**src/rtl/core/lr_pkg.sv**
```systemverilog
// ----------------------------------------------------------------------------
// lr_pkg
// Shared types and constants for the line rasterizer controller and datapath.
// ----------------------------------------------------------------------------
package lr_pkg;

   localparam int unsigned COORD_W = 6;
   localparam int unsigned GRID_W  = 7;
   localparam int unsigned ERR_W   = 8;

   typedef logic [COORD_W-1:0] coord_type;
   typedef logic [GRID_W-1:0]  grid_type;
   typedef logic [ERR_W-1:0]   err_type;

   typedef enum logic {
      LR_IDLE,
      LR_RUN
   } lr_state_type;

   // Commands from the controller to the datapath.
   typedef struct packed {
      logic load;  // Capture a request and set up the line.
      logic step;  // Emit the current pixel and advance.
   } lr_cmd_type;

   // Status from the datapath to the controller.
   typedef struct packed {
      logic is_last;  // The current pixel is the final one of the line.
   } lr_stat_type;

endpackage

```
**src/rtl/core/lr_ctrl.sv**
```systemverilog
// ----------------------------------------------------------------------------
// lr_ctrl
// Sequencer for the rasterizer: accepts a request, then walks the datapath
// one pixel per cycle into the response register whenever it is free.
// ----------------------------------------------------------------------------
module lr_ctrl (
   input  logic               clock,
   input  logic               reset,
   input  logic               req_tvalid,
   output logic               req_tready,
   output logic               rsp_tvalid,
   input  logic               rsp_tready,
   output lr_pkg::lr_cmd_type cmd,
   input  lr_pkg::lr_stat_type stat
);
   import lr_pkg::*;

   lr_state_type state_ff;
   lr_state_type state_in;
   logic         rsp_valid_ff;
   logic         rsp_valid_in;
   logic         out_free;

   // The response register can take a new pixel when empty or being drained.
   assign out_free = !rsp_valid_ff || rsp_tready;

   always_comb begin
      state_in = state_ff;
      unique case (state_ff)
         LR_IDLE: begin
            if (req_tvalid) begin
               state_in = LR_RUN;
            end
         end
         LR_RUN: begin
            if (out_free && stat.is_last) begin
               state_in = LR_IDLE;
            end
         end
         default: state_in = LR_IDLE;
      endcase
   end

   always_comb begin
      req_tready = 1'b0;
      cmd        = '0;
      unique case (state_ff)
         LR_IDLE: begin
            req_tready = 1'b1;
            cmd.load   = req_tvalid;
         end
         LR_RUN: begin
            cmd.step = out_free;
         end
         default: begin
            req_tready = 1'b0;
         end
      endcase
   end

   always_comb begin
      priority if (cmd.step) begin
         rsp_valid_in = 1'b1;
      end else if (rsp_tready) begin
         rsp_valid_in = 1'b0;
      end else begin
         rsp_valid_in = rsp_valid_ff;
      end
   end

   always_ff @(posedge clock) begin
      if (reset) begin
         state_ff     <= LR_IDLE;
         rsp_valid_ff <= 1'b0;
      end else begin
         state_ff     <= state_in;
         rsp_valid_ff <= rsp_valid_in;
      end
   end

   assign rsp_tvalid = rsp_valid_ff;

endmodule

```
**src/rtl/core/lr_datapath.sv**
```systemverilog
// ----------------------------------------------------------------------------
// lr_datapath
// Line setup, Bresenham stepping registers, grid size register and the
// response payload register.
// ----------------------------------------------------------------------------
module lr_datapath #(
   parameter int unsigned GRID_MAX = 64
) (
   input  logic                 clock,
   input  logic                 reset,
   input  lr_pkg::coord_type    start_x,
   input  lr_pkg::coord_type    start_y,
   input  lr_pkg::coord_type    end_x,
   input  lr_pkg::coord_type    end_y,
   input  logic                 csr_we,
   input  lr_pkg::grid_type     csr_wdata,
   input  lr_pkg::lr_cmd_type   cmd,
   output lr_pkg::lr_stat_type  stat,
   output lr_pkg::coord_type    pixel_x,
   output lr_pkg::coord_type    pixel_y,
   output logic                 visible,
   output logic                 last
);
   import lr_pkg::*;

   grid_type  grid_size_ff;

   coord_type major_pos_ff,   major_pos_in;
   coord_type minor_pos_ff,   minor_pos_in;
   coord_type major_end_ff,   major_end_in;
   coord_type major_delta_ff, major_delta_in;
   coord_type minor_delta_ff, minor_delta_in;
   err_type   err_ff,         err_in;
   logic      minor_dec_ff,   minor_dec_in;
   logic      x_major_ff,     x_major_in;

   coord_type pixel_x_ff, pixel_y_ff;
   logic      visible_ff, last_ff;

   // Setup terms.
   coord_type adx, ady;
   coord_type a_maj, a_min, b_maj, b_min;
   coord_type lo_maj, lo_min, hi_maj, hi_min;
   logic      swap;
   logic      sel_x_major;

   // Step terms.
   coord_type cur_x, cur_y;
   logic      cur_last;
   logic      cur_visible;
   err_type   step_err;
   coord_type step_minor;

   always_comb begin
      adx         = (start_x >= end_x) ? (start_x - end_x) : (end_x - start_x);
      ady         = (start_y >= end_y) ? (start_y - end_y) : (end_y - start_y);
      sel_x_major = (adx >= ady);
      a_maj       = sel_x_major ? start_x : start_y;
      a_min       = sel_x_major ? start_y : start_x;
      b_maj       = sel_x_major ? end_x   : end_y;
      b_min       = sel_x_major ? end_y   : end_x;
      swap        = (a_maj > b_maj);
      lo_maj      = swap ? b_maj : a_maj;
      lo_min      = swap ? b_min : a_min;
      hi_maj      = swap ? a_maj : b_maj;
      hi_min      = swap ? a_min : b_min;
   end

   // Current pixel as seen from the stepping registers.
   assign cur_x       = x_major_ff ? major_pos_ff : minor_pos_ff;
   assign cur_y       = x_major_ff ? minor_pos_ff : major_pos_ff;
   assign cur_last    = (major_pos_ff >= major_end_ff);
   assign cur_visible = ({1'b0, cur_x} < grid_size_ff) && ({1'b0, cur_y} < grid_size_ff);

   always_comb begin
      step_minor = minor_pos_ff;
      step_err   = err_ff + {2'b00, minor_delta_ff};
      // A nonnegative error moves the minor coordinate, clamped to the coordinate range.
      if (!err_ff[ERR_W-1]) begin
         step_err = err_ff + {2'b00, minor_delta_ff} - {2'b00, major_delta_ff};
         if (minor_dec_ff) begin
            if (minor_pos_ff != '0) begin
               step_minor = minor_pos_ff - 1'b1;
            end
         end else begin
            if (minor_pos_ff != '1) begin
               step_minor = minor_pos_ff + 1'b1;
            end
         end
      end
   end

   always_comb begin
      major_pos_in   = major_pos_ff;
      minor_pos_in   = minor_pos_ff;
      major_end_in   = major_end_ff;
      major_delta_in = major_delta_ff;
      minor_delta_in = minor_delta_ff;
      err_in         = err_ff;
      minor_dec_in   = minor_dec_ff;
      x_major_in     = x_major_ff;
      priority if (cmd.load) begin
         major_pos_in   = lo_maj;
         minor_pos_in   = lo_min;
         major_end_in   = hi_maj;
         major_delta_in = hi_maj - lo_maj;
         minor_delta_in = (hi_min >= lo_min) ? (hi_min - lo_min) : (lo_min - hi_min);
         minor_dec_in   = (hi_min < lo_min);
         x_major_in     = sel_x_major;
         err_in         = {2'b00, minor_delta_in} - {2'b00, major_delta_in};
      end else if (cmd.step) begin
         major_pos_in = major_pos_ff + 1'b1;
         minor_pos_in = step_minor;
         err_in       = step_err;
      end else begin
         err_in = err_ff;
      end
   end

   always_ff @(posedge clock) begin
      if (reset) begin
         grid_size_ff <= GRID_W'(GRID_MAX);
      end else if (csr_we) begin
         grid_size_ff <= csr_wdata;
      end
   end

   always_ff @(posedge clock) begin
      major_pos_ff   <= major_pos_in;
      minor_pos_ff   <= minor_pos_in;
      major_end_ff   <= major_end_in;
      major_delta_ff <= major_delta_in;
      minor_delta_ff <= minor_delta_in;
      err_ff         <= err_in;
      minor_dec_ff   <= minor_dec_in;
      x_major_ff     <= x_major_in;
      if (cmd.step) begin
         pixel_x_ff <= cur_x;
         pixel_y_ff <= cur_y;
         visible_ff <= cur_visible;
         last_ff    <= cur_last;
      end
   end

   assign stat.is_last = cur_last;
   assign pixel_x      = pixel_x_ff;
   assign pixel_y      = pixel_y_ff;
   assign visible      = visible_ff;
   assign last         = last_ff;

endmodule

```
**src/rtl/core/line_rasterizer.sv**
```systemverilog
// ----------------------------------------------------------------------------
// line_rasterizer
// Bresenham line rasterizer: one request with two endpoints yields one
// response per pixel, in ascending order along the major axis.
// ----------------------------------------------------------------------------
// An accepted request is loaded into the stepping registers, and each pixel is
// then registered in the response register: one pixel per cycle while the
// response register is free to take it (rsp_tready back-pressure stalls stepping).
// The next request is taken once the last pixel sits in the response register.
// Reset (synchronous, active high) returns to idle and sets grid_size to GRID_MAX.
module line_rasterizer #(
   parameter int unsigned GRID_MAX = 64
) (
   input  logic        clock,
   input  logic        reset,
   input  logic        req_tvalid,
   output logic        req_tready,
   input  logic [23:0] req_tdata,   // start_x, start_y, end_x, end_y
   output logic        rsp_tvalid,
   input  logic        rsp_tready,
   output logic [15:0] rsp_tdata,   // pixel_x, pixel_y, zero fill
   output logic        rsp_tuser,   // visible
   output logic        rsp_tlast,   // last
   input  logic        csr_we,
   input  logic [6:0]  csr_wdata    // grid_size
);
   import lr_pkg::*;

   lr_cmd_type  cmd;
   lr_stat_type stat;
   coord_type   pixel_x;
   coord_type   pixel_y;

   lr_ctrl u_ctrl (
      .clock      (clock),
      .reset      (reset),
      .req_tvalid (req_tvalid),
      .req_tready (req_tready),
      .rsp_tvalid (rsp_tvalid),
      .rsp_tready (rsp_tready),
      .cmd        (cmd),
      .stat       (stat)
   );

   lr_datapath #(
      .GRID_MAX (GRID_MAX)
   ) u_datapath (
      .clock     (clock),
      .reset     (reset),
      .start_x   (req_tdata[5:0]),
      .start_y   (req_tdata[11:6]),
      .end_x     (req_tdata[17:12]),
      .end_y     (req_tdata[23:18]),
      .csr_we    (csr_we),
      .csr_wdata (csr_wdata),
      .cmd       (cmd),
      .stat      (stat),
      .pixel_x   (pixel_x),
      .pixel_y   (pixel_y),
      .visible   (rsp_tuser),
      .last      (rsp_tlast)
   );

   assign rsp_tdata = {4'b0000, pixel_y, pixel_x};

   // An accepted request keeps the block busy for at least its first pixel.
   a_busy_after_req: assert property (@(posedge clock) disable iff (reset)
      (req_tvalid && req_tready) |=> !req_tready)
      else $error("request accepted while a line was still being traced");

   // Loading a new line and stepping the current one never coincide.
   a_load_step_excl: assert property (@(posedge clock) disable iff (reset)
      !(cmd.load && cmd.step))
      else $error("load and step issued together");

   // Stepping the final pixel returns the controller to idle.
   a_last_to_idle: assert property (@(posedge clock) disable iff (reset)
      (cmd.step && stat.is_last) |=> req_tready)
      else $error("controller stayed busy after the last pixel");

   // While idle, any pixel still waiting must be the last of its line.
   a_idle_holds_last: assert property (@(posedge clock) disable iff (reset)
      (req_tready && rsp_tvalid) |-> rsp_tlast)
      else $error("idle with a non-final pixel pending");

endmodule
```
**config.mk**
```make
export PLATFORM = sky130hd
export DESIGN_NAME = line_rasterizer
export DESIGN_NICKNAME = d
export VERILOG_FILES = /design/src/rtl/core/lr_pkg.sv /design/src/rtl/core/lr_ctrl.sv /design/src/rtl/core/lr_datapath.sv /design/src/rtl/core/line_rasterizer.sv
export SDC_FILE = /design/constraint.sdc
export NUM_CORES = 1
export LEC_CHECK = 0
export ABC_AREA = 0
export BUFFER_PORTS_ARGS = -buffer_cell sky130_fd_sc_hd__buf_2
export CORE_ASPECT_RATIO = 1.75
export CORE_MARGIN = 5
export CORE_UTILIZATION = 50
export CTS_CLUSTER_SIZE = 12
export DETAILED_ROUTE_END_ITERATION = 10
export PLACE_DENSITY = 0.79
export SLEW_MARGIN = 20
export SYNTH_ARGS = -nofsm -noshare
export SYNTH_HDL_FRONTEND = slang
export SYNTH_SLANG_ARGS = --single-unit
```
**constraint.sdc**
```tcl
create_clock -name clock -period 12.6 [get_ports clock]
set_clock_uncertainty 0.05 [all_clocks]
set_input_delay 1.26 -clock clock [delete_from_list [all_inputs] [get_ports clock]]
set_output_delay 1.26 -clock clock [all_outputs]
set_load 0.05 [all_outputs]
```
# --- Word level (Yosys, flattened, before mapping) ---
# Index checks and enable logic that the tools add are counted.
op_classes:
  addsub: 13
  multipliers: 0
  div: 0
  n_lt_le_gt_ge: 9
  n_eq_ne: 3
  shift: 0
  n_mux: 32
  bitwise: 1
  reduce_logical: 9
ops:
  columns: ["operator", "count"]
  rows:
  - ["$mux 6", 21]
  - ["$sub 6x6->6", 7]
  - ["$ge 6x6->1", 5]
  - ["$mux 8", 3]
  - ["$lt 6x7->1", 2]
  - ["$add 6x1->6 const B", 2]
  - ["$add 8x6->8", 1]
  - ["$sub 8x6->8", 1]
  - ["$mux 1", 7]
  - ["$sub 6x6->7", 1]
  - ["$gt 6x6->1", 1]
  - ["$lt 6x6->1", 1]
  - ["$ne 6x6->1 const B", 1]
  - ["$reduce_bool 6->1", 1]
  - ["$sub 6x1->6 const B", 1]
  - ["$reduce_and 4->1", 1]
  - ["$reduce_bool 2->1", 2]
  - ["$ne 3x3->1 const B", 1]
  - ["$reduce_bool 3->1", 1]
  - ["$logic_and 1x1->1", 2]
  - ["$ne 2x2->1 const B", 1]
  - ["$pmux 1 s2", 1]
  - ["$logic_not 1->1", 1]
  - ["$logic_or 1x1->1", 1]
  - ["$not 1->1", 1]
totals:
  reg_bits: 63
  latchBits: 0
  ram_bits: 0
  romBits: 0
  input_bits: 36
  out_inout_bits: 20
  word_cells: 82
  mem_count: 0

# --- Depth between registers and ports, before layout ---
logic_depth:
  depth_word: 10
  ltp_mapped: 53
  ltp_nobuf: 47

# --- Cells and area by module ---
# Synthesis repeated with hierarchy kept, for this count alone.
unflattened:
  cells_unflattened: 694
  area_unflattened_um2: 6324.8
by_module_without_submodules:
  columns: ["mod", "n_inst", "cells_per_inst", "area_each_um2", "seq_area_each_um2"]
  rows:
  - ["lr_datapath", 1, 679, 6185.9, 1761.7]
  - ["lr_ctrl", 1, 10, 105.1, 40.0]
  - ["line_rasterizer", 1, 5, 33.8, 0.0]

# --- Worst setup path after synthesis ---
# OpenSTA, ideal clock, no wires.
synth_path:
  path_type: "input to register"
  startpoint: "input port req_tdata[0]"
  endpoint: "register u_datapath.err_ff[5], data pin"
  setup_time_ns: 0.301
  arrival_time_ns: 10.688
  t_required_ns: 12.249
  path_slack_ns: 1.560
  stages: 48
  n_path_buf: 6
  path_cell_list: "inv_1 ha_1 inv_1 fa_1 a21oi_1 o211ai_1 a21o_1 a21oi_1 clkbuf_1 mux2_2 a21oi_1 o21ai_0 xor2_1 ha_1 nand2_1 nor2_1 a21oi_4 inv_2 [12 not listed] clkbuf_1 o21ai_0 mux2i_1 inv_1 fa_1 maj3_1 nand2_1 mux2i_1 nor3_1 o41ai_4 mux2i_1 ha_1 a21o_1 a21o_1 a21o_1 a21oi_1 xor2_1 a21oi_1"
synth_via:
  elab_chain_cells: 10
  word_cells_on_any_way: 21
  cone_classes: "add/sub (6); order compare (4); mux (11)"
synth_rtl:
  columns: ["element", "line", "text"]
  rows:
  - ["from (decl)", "line_rasterizer.sv:18", "input logic [23:0] req_tdata,"]
  - ["$sub 6x6->6 or $ge 6x6->1 (tied branches)", "lr_datapath.sv:55", "adx = (start_x >= end_x) ? (start_x - end_x) : (end_x - start_x);"]
  - ["$mux 6", "lr_datapath.sv:55", null]
  - ["$ge 6x6->1", "lr_datapath.sv:57", "sel_x_major = (adx >= ady);"]
  - ["$mux 6 (on tied branches)", "lr_datapath.sv:58, lr_datapath.sv:60", null]
  - ["$gt 6x6->1", "lr_datapath.sv:62", "swap = (a_maj > b_maj);"]
  - ["$mux 6 (on tied branches)", "lr_datapath.sv:64, lr_datapath.sv:66", null]
  - ["$sub 6x6->6 or $ge 6x6->1 (tied branches)", "lr_datapath.sv:107", "minor_delta_in = (hi_min >= lo_min) ? (hi_min - lo_min) : (lo_min - hi_min);"]
  - ["$mux 6", "lr_datapath.sv:107", null]
  - ["$sub 6x6->7 *", "lr_datapath.sv:110", "err_in = {2'b00, minor_delta_in} - {2'b00, major_delta_in};"]
  - ["$mux 8 *", "lr_datapath.sv:102", "priority if (cmd.load) begin"]
  - ["named net u_datapath.err_in[5]", "lr_datapath.sv:33", "err_type err_ff, err_in;"]
  - ["to (signal assigned)", "lr_datapath.sv:134", "err_ff <= err_in;"]
  - ["to (decl)", "lr_datapath.sv:33", null]
# Mark *: on every way through the listed nets, which the timed path passes. The rest lies on a longest branch.
# A chain may end at the register's enable or synchronous reset.

# --- Worst setup path after layout ---
# Ends and elaborated chain as after synthesis.

==> metrics.md <==
| Metric | Value |
|---|---|
| Yosys warns | 0 |
| Multi-input gate area | 4170 µm² |
| GPL Wtd Cong | 0.9739 |
| Largest net degree at the start of global routing | 46 |
| Min-Delay Path Class | flop to flop |
| Avg WL per Cell | 17.20 µm |
| Hold Fails Final Rpt | 0 |
| Max-Cap Viols | 0 |
| Reg clk slew, reported paths | 0.06 ns |
| Setup Total Neg Slack | 0 ns |
| Fin crit period | 11.85 ns |
| Worst Setup End Kind | flop |
| Via count | 5,419 |
| Syn Area/Cell | 8.920 µm² |
| Die ar. | 15,280 µm² |
| Ratio of cells with drive above 1 in the final layout | 13.88% |
| Vias in the first global route | 5,525 |
| Synth top cells by count | inv_1, ha_1, a21oi_1 |
| HPWL after DPL | 13,000 µm |
| M3 GR Usage | 2.024% |
| Fmax | 84.39 MHz |
| Sequential cell area | 1802 µm² |
| 1st-pass router iterations | 6 |
| Core area | 12,500 µm² |
| Crit path DAT | 11.85 ns |
| Startpoint types | primary input |
| Antenna cells | 0 |
| Prevailing post-synth register cell | edfxtp_1 |
| FF-to-FF path depth | 12 |
| Clock Tree Buf Depth | 2 |
| Initial antenna violation count | 0 |
| First-pass GRT wire length | 25,940 µm |
| Met1 Usage GRT | 22.25% |
| Crit path kind | primary input to flop |
| Die X | 95.62 µm |
| Post-DRT Antenna Nets | 0 |
| Seq/Total Area, Yosys | 28.09% |
| WP data required | 12.60 ns |
| Final layout net count | 892 |
| Routed Wire Length | 16,150 µm |
| Port Buf Inserts | 51 |
| CTS Sinks | 63 |
| GR peak layer | met2 |
| Slowest-stage cell, CP | fa_1 |
| DR DRC count | 0 |
| CP max FO | 39 |
| I/O Pins | 56 |
| Vias per cell | 5.771 |
| Seq cells post-synth | 63 |
| Area contributors post-synth | edfxtp_1, ha_1, mux2i_1 |
| Reg2reg setup slack | 9.56 ns |
| Site Rows | 54 |
| Post-synth top area share | 25.28% |
| Async S/R FF share, synth | 0% |
| EDFF count, synth | 54 |
| Mapped Area | 6414 µm² |
| All-layer global routing usage | 21.72% |
| RSZ-0062 raised after global routing | false |
| Count of cell types in the netlist | 66 |
| # setup viols final | 0 |
| Clk_lat worst skew | 0.33 ns |
| Setup Buffers After CTS | 0 |
| Clock tree from TritonCTS | done |
| Root Buffer | clkbuf_16 |
| CP startpoint | req_tdata[0] |
| Slew @ Worst Pin | 0.8206 ns |
| Post-Synthesis Cells | 719 |
| Setup crit end | u_datapath.err_ff[5] |
| Status | complete, no violations |
| Period utilization | 94.04% |
| RR Startpoint | u_datapath.err_ff[0] |
| Initial DRC count | 285 |
| Num CTS Buffers | 9 |
| Reg-to-Reg End | u_datapath.err_ff[5] |
| Headroom to the max-slew limit | 44.60% |
| Initial Util | 51.31% |
| GR Util met2 | 39.02% |
| Layout Area Growth over Synthesis | 10.98% |
| CTS H-tree lvls | 3 |
| Die H | 159.8 µm |
| Most common cell in the synthesized netlist | inv_1 |
| Largest area contributor in the netlist | edfxtp_1 |
| CP max stage delay | 0.52 ns |
| Top cell by count, worst path | a21oi_1 |
| GRT overflow | 0 |
| Layout fillers | 1,119 |
| Slew Viols, Final | 0 |
==> area by class of cell <==
type / count / share of cell area, %
Clock buffer: 10 / 3.357
Clock inverter: 6 / 0.6328
Inverter: 85 / 4.517
Multi-Input combinational cell: 546 / 58.59
Sequential cell: 63 / 25.31
Tap cell: 168 / 2.953
Timing Repair Buffer: 61 / 4.641
==> placed cells by master, fill, tap and decap left out, drive strengths merged, types with 15 or more instances in the layout <==
| cell | Yosys | layout |
|---|---|---|
| buf | 10 | 61 |
| ha | 80 | 80 |
| nand2 | 55 | 55 |
| xor2 | 19 | 19 |
| mux2 | 16 | 16 |
| nor2 | 46 | 46 |
| nor2b | 15 | 15 |
| xnor2 | 21 | 21 |
| inv | 84 | 85 |
| edfxtp | 54 | 54 |
| a21oi | 69 | 69 |
| mux2i | 40 | 40 |
| o21ai | 39 | 39 |
| a21o | 19 | 19 |
==> cells by family (layout without fill, tap and decap cells) <==
family	after synthesis	after routing	share of synthesized area, %
multiplexers	57	57	9.461
buffers and inverters	113	162	7.062
AO/OA/AOI/OAI	185	185	18.40
AND/OR/NAND/NOR	168	168	12.43
flip-flops	63	63	28.09
XOR/XNOR	40	40	5.462
adder cells (fa/ha/maj)	92	92	19.04
other	1	4	0.05847
==> critical path: cells and delay by family <==
family,cells,cell delay [ns]
AO/OA/AOI/OAI,20,4.28
XOR/XNOR,2,0.34
adder cells (fa/ha/maj),7,2.54
buffers and inverters,7,1.15
multiplexers,4,0.91
AND/OR/NAND/NOR,5,1.35
==> per-stage QoR <==
step / hold WS (ns) / utilization (%) / cells / worst slack (ns) / instance area (µm²)
finish: 0.4485 / 56.95 / 939 / 0.7508 / 7118
global route: 0.4759 / 56.95 / 939 / 0.04160 / 7118
CTS: 0.4566 / 56.93 / 939 / 0.7031 / 7116
detailed placement: 0.4353 / 54.65 / 923 / 0.3853 / 6832
global placement: 0.4273 / 54.65 / 923 / 0.5882 / 6832
floorplan: 0.4104 / - / 722 / 1.560 / 6425
==> registers in the layout, indices dropped and copies added, names as in the netlist, 6 cells and up <==
register,cells
u_datapath.err_ff,8
u_datapath.minor_delta_ff,6
u_datapath.major_delta_ff,6
u_datapath.major_pos_ff,6
u_datapath.grid_size_ff,7
u_datapath.pixel_y,6
u_datapath.major_end_ff,6
u_datapath.minor_pos_ff,6
u_datapath.pixel_x,6
==> layer usage <==
layer	vias to the layer above	share of wire, %	routed length (µm)
li1	2638	-	-
met1	2523	36	5790
met2	190	53	8568
met3	68	3.8	614
met4	0	7.3	1177
met5	-	0	0
==> worst min-delay path by stage <==
stage                                           from                    endpoint  cells after the start
after floorplan           u_datapath.grid_size_ff[0]  u_datapath.grid_size_ff[0]                      2
after detailed placement  u_datapath.grid_size_ff[2]  u_datapath.grid_size_ff[2]                      2
after CTS                 u_datapath.grid_size_ff[2]  u_datapath.grid_size_ff[2]                      2
final                     u_datapath.grid_size_ff[2]  u_datapath.grid_size_ff[2]                      2
after global placement    u_datapath.grid_size_ff[2]  u_datapath.grid_size_ff[2]                      2
after global routing                 u_ctrl.state_ff             u_ctrl.state_ff                      2
==> what timing repair did <==
item | 4_1_cts | 5_1_grt
hold endpoints to repair | 0 | 0
endpoints found under the setup margin | 0 | 3
resized for setup | 0 | 2
hold buffers | 0 | 0
Power is not shown: default switching activity piles up to over one toggle a cycle in this logic, so the estimate is an artifact.
